**src/sv/bmpfb_pkg.sv**
```systemverilog
// Shared types, constants and helpers for the BMP pixel to framebuffer converter.
// Used by the top level, the channel divider and the port checker; no dependencies.
package bmpfb_pkg;

  // Color channels in the bitfield path
  localparam int unsigned NUM_CH   = 3;
  localparam int unsigned CH_RED   = 0;
  localparam int unsigned CH_GREEN = 1;
  localparam int unsigned CH_BLUE  = 2;

  // Pipeline shape: mask decode, shift, scale, one quotient bit per stage, pack
  localparam int unsigned PRE_STAGES  = 3;
  localparam int unsigned DIV_STEPS   = 32;
  localparam int unsigned POST_STAGES = 2;
  localparam int unsigned PIPE_DEPTH  = PRE_STAGES + DIV_STEPS + POST_STAGES;

  // Configuration register indexes
  localparam int unsigned CFG_IDX_W = 3;
  typedef enum logic [CFG_IDX_W-1:0] {
    REG_SOURCE_FORMAT = 3'd0,
    REG_OUTPUT_FORMAT = 3'd1,
    REG_RED_MASK      = 3'd2,
    REG_GREEN_MASK    = 3'd3,
    REG_BLUE_MASK     = 3'd4
  } cfg_reg_e;

  // Source format codes (code 3 behaves as plain BGRX)
  localparam logic [1:0] SRC_BGR24    = 2'd0;
  localparam logic [1:0] SRC_BGRX32   = 2'd1;
  localparam logic [1:0] SRC_BITFIELD = 2'd2;

  // Output format codes
  localparam logic OUT_XRGB8888 = 1'b0;
  localparam logic OUT_RGB565   = 1'b1;

  // RGB565 reduction factors
  localparam logic [13:0] SCALE5 = 14'd31;
  localparam logic [13:0] SCALE6 = 14'd63;

  // One restoring-division stage
  typedef struct packed {
    logic [31:0] num;
    logic [31:0] den;
    logic [31:0] rem;
    logic [7:0]  quo;
  } div_stage_t;

  // floor(y / 255) for y below 16320, where the quotient fits in six bits
  function automatic logic [5:0] div255(input logic [13:0] y);
    logic [14:0] t;
    t = {1'b0, y} + {9'b0, y[13:8]} + 15'd1;
    return t[13:8];
  endfunction

endpackage

```
**src/sv/bmpfb_div.sv**
```systemverilog
// Pipelined restoring divider, one quotient bit per stage, low 8 quotient bits out.
// Depends on bmpfb_pkg (div_stage_t, DIV_STEPS).
module bmpfb_div (
  input  logic        clk_i,
  input  logic        en_i,
  input  logic [31:0] num_i,
  input  logic [31:0] den_i,
  output logic [7:0]  quo_o
);

  bmpfb_pkg::div_stage_t src  [bmpfb_pkg::DIV_STEPS];
  bmpfb_pkg::div_stage_t st_d [bmpfb_pkg::DIV_STEPS];
  bmpfb_pkg::div_stage_t st_q [bmpfb_pkg::DIV_STEPS];

  // Stage inputs: the first stage starts from a zero remainder
  assign src[0] = '{num: num_i, den: den_i, rem: 32'd0, quo: 8'd0};

  for (genvar k = 1; k < bmpfb_pkg::DIV_STEPS; k++) begin : g_src
    assign src[k] = st_q[k-1];
  end

  // One trial subtract per stage; borrow out says the divisor did not fit
  for (genvar k = 0; k < bmpfb_pkg::DIV_STEPS; k++) begin : g_step
    logic [32:0] rem_sh;
    logic [32:0] diff;
    logic        fit;

    always_comb begin
      rem_sh      = {src[k].rem, src[k].num[31]};
      diff        = rem_sh - {1'b0, src[k].den};
      fit         = ~diff[32];
      st_d[k].num = {src[k].num[30:0], 1'b0};
      st_d[k].den = src[k].den;
      st_d[k].rem = fit ? diff[31:0] : rem_sh[31:0];
      st_d[k].quo = {src[k].quo[6:0], fit};
    end
  end

  // Stage registers advance together with the rest of the pipeline
  always_ff @(posedge clk_i) begin
    if (en_i) begin
      st_q <= st_d;
    end
  end

  assign quo_o = st_q[bmpfb_pkg::DIV_STEPS-1].quo;

endmodule

```
**config.mk**
```make
export PLATFORM = sky130hd
export DESIGN_NAME = bmpfb_div
export DESIGN_NICKNAME = d
export VERILOG_FILES = /design/src/sv/bmpfb_pkg.sv /design/src/sv/bmpfb_div.sv
export SDC_FILE = /design/constraint.sdc
export NUM_CORES = 2
export LEC_CHECK = 0
export BUFFER_PORTS_ARGS = -buffer_cell sky130_fd_sc_hd__buf_2
export CAP_MARGIN = 20
export CORE_UTILIZATION = 58
export DETAILED_ROUTE_END_ITERATION = 7
export GPL_ROUTABILITY_DRIVEN = 0
export PLACE_DENSITY = 0.74
export SLEW_MARGIN = 20
export SYNTH_ARGS = -nofsm -noshare
export SYNTH_HDL_FRONTEND = slang
export SYNTH_SLANG_ARGS = --single-unit
```
**constraint.sdc**
```tcl
create_clock -name clk_i -period 6.08 [get_ports clk_i]
set_input_delay 1.216 -clock clk_i [delete_from_list [all_inputs] [get_ports clk_i]]
set_output_delay 1.216 -clock clk_i [all_outputs]
set_load 0.05 [all_outputs]
```
==> impl_metrics.csv <==
group,metric,value,unit
drt,wl,302000,um
logic_synthesis,syn_area_per_cell,12.1,um2
worst_setup_path,max_stage_delay,790,ps
cells_and_area,area_growth,9.37,%
floorplanning,start_util,58.6,%
logic_synthesis,yosysMostFrequentCell,"edfxtp_1",
placed_design,dp_hpwl,220000,um
floorplanning,fp-row-count,179,
timing,worst_pin_slew,1120,ps
run,max_cap_violations,0,
timing,whs,408,ps
cells_and_area,final_cells,15100,
worst_setup_path,crit_fanout,33,
logic_synthesis,postSynthCellCount,11600,
clocking,tritoncts,"yes",
logic_synthesis,synth_area_leaders,"edfxtp_1, ha_1, mux2_2",
clocking,cts_made_buffers,288,
timing,slew_violations,0,
global_routing,grtUsageTotal,24.3,%
floorplanning,die_w,493,um
cells_and_area,final_area,0.153,mm2
clocking,cts_setup_buffers,0,
logic_synthesis,ys_seq_area_share,54.0,%
worst_setup_path,cp.arrival,5650,ps
drt,drc,0,
drt,routedWlPerCell,20.0,um
timing,setup_viol,0,
timing,setup_tns,0,ps
logic_synthesis,ys_warn_count,0,
timing,fin_crit_sh,82.1,%
power_and_ir_drop,total_power,89.4,mW
outcome,outcome,"completed",
floorplanning,num_io_pins,74,
timing,clock.fmax,0.200,GHz
drt,via_per_inst,6.05,
global_routing,overflow,0,
worst_setup_path,crit_required,6740,ps
worst_setup_path,worstPathCellList,"ha_1 -> fa_1 -> nor2b_1 -> o31a_1 -> o21ai_0 -> a311oi_1 -> a31oi_1 -> a211o_1 -> o21ai_0 -> a21oi_1 -> xnor2_2 -> buf_4 -> mux2_2",
worst_hold_path,hp-start,"src[1656]",
floorplanning,core_area,0.239,mm2
cells_and_area,drive_above_1_share,12.7,%
logic_synthesis,yosys_register_bits,2516,
clocking,clk_pin_slew,60,ps
drt,ant_nets,0,
placed_design,port_buffers,73,
worst_hold_path,hold_path.class,"flip-flop to flip-flop",
power_and_ir_drop,p_leak,62.4,nW
clocking,clock-root-buffer,"clkbuf_16",
logic_synthesis,synth_top_area_cell,"edfxtp_1",
clocking,ctsHoldBuffers,0,
worst_hold_path,min_path_cells,0,
worst_setup_path,crit_type,"flip-flop to flip-flop",
worst_setup_path,r2r_setup_slack,1090,ps
placed_design,place_ws,1180,ps
global_routing,grt_max_degree,145,
worst_setup_path,r2r_start,"src[248]",
timing,hold_viol,0,
power_and_ir_drop,irDropWorstVdd,299,uV
power_and_ir_drop,pwr_density_cell,584,mW/mm2
worst_setup_path,crit_path_frequent_cell,"o21ai_0",
clocking,clockBufferDepth,4,
timing,finalCriticalPeriod,4990,ps
logic_synthesis,synth_edf_count,2516,
logic_synthesis,synth_top_cells_by_count,"edfxtp_1, inv_1, ha_1",
worst_setup_path,r2r_end,"g_step[30].rem_sh[12]",
timing,clock-skew-final,69.1,ps
clocking,h-tree-depth,5,
worst_setup_path,rr_worst_depth,13,
floorplanning,die_height,493,um
drt,drtIter0Drc,7659,
clocking,cts-resized-gates,0,
worst_setup_path,cp-end-kind,"flip-flop",
logic_synthesis,synth_flop_cell,"edfxtp_1",
placed_design,dp.cells,14600,
timing,slew_headroom,25.2,%
global_routing,grt_pass1_vias,91600,
worst_setup_path,start_kind,"flip-flop",
drt,vias,91500,
logic_synthesis,synth_top_area_share,54.0,%
cells_and_area,fin_nets,12800,
timing,rsz0062_at_grt,"no",
timing,setup_ws,1090,ps
clocking,clk_latency,950,ps
global_routing,grt_pass1_wl,477000,um
floorplanning,dieArea,0.243,mm2
worst_hold_path,hold_end,"src[1553]",
logic_synthesis,syn_area,0.140,mm2
clocking,cts.sinks,2516,
logic_synthesis,synth.distinct_cells,96,
worst_setup_path,crit_slowest_cell,"a311oi_1",
placed_design,dpl_cell_area,0.144,mm2
drt,drt_pass1_iterations,6,
cells_and_area,fin_util,64.1,%
global_routing,grt_antenna_before_repair,5,
logic_synthesis,async_flop_share,0,%
final cells by class:
class | count | area, um2
inverters | 1228 | 4610
well taps | 3167 | 3960
diodes | 6 | 15.0
clock buffers | 358 | 7640
clock inverters | 130 | 1250
multi-input cells | 7570 | 58900
fillers | 17300 | 85900
flip-flops and latches | 2516 | 75600
repair buffers | 142 | 1160
critical path, delay by kind of cell, from the launching register on:
kind	cells	cell delay, ps
buf+inv	1	430
simple gates	1	200
fa+ha+maj	2	660
xor+xnor	1	130
flops	1	390
compound gates	7	2420
mux	1	410
state kept, by name, summed over array words and instances, names as in the netlist:
register / count
src: 1485
g_step.rem_sh: 1023
quo_o: 8
layout by cell type, fill, tap and decap left out, drive strengths merged, types with 190 or more instances in the layout:
cell,netlist,final
inv,1228,1233
a21oi,833,833
clkbuf,188,358
edfxtp,2516,2516
o21ai,499,499
a21o,461,461
nor2,544,544
mux2,868,868
ha,993,993
nand2,461,461
xnor2,554,554
o21a,190,190
xor2,265,265
nand3,235,235
report_power, final:
group / leakage [nW] / switching, mW / internal (mW) / total, mW
registers: 24.6 / 2.90 / 26.1 / 29.0
logic: 33.5 / 23.0 / 21.0 / 44.0
clock network: 4.34 / 6.70 / 9.81 / 16.5
total: 62.4 / 32.6 / 56.9 / 89.4
cells by family after synthesis:
family | synth area share [%]
AO/OA/AOI/OAI | 12.9
flip-flops | 54.0
AND/OR/NAND/NOR | 6.90
buffers and inverters | 4.09
adder cells (fa/ha/maj) | 9.30
multiplexers | 7.73
XOR/XNOR | 5.13
other | 0.00268
worst max path at each step:
stage / startpoint / end / slack, ps
2_1_floorplan: src[248] / g_step[30].rem_sh[15] / 2320
3_3_place_gp: src[248] / g_step[30].rem_sh[5] / 1310
3_5_place_dp: src[248] / g_step[30].rem_sh[12] / 1180
4_1_cts: src[248] / g_step[30].rem_sh[22] / 1100
5_1_grt: src[248] / g_step[30].rem_sh[12] / 930
6_report: src[248] / g_step[30].rem_sh[12] / 1090
metal layers:
metal  wire, um  GRT usage (%)
met1     122000           30.1
met3      17500           3.50
met5          8              0
met4      12800           10.5
met2     150000           42.5
Note: power is estimated with default switching activity, not from simulation.
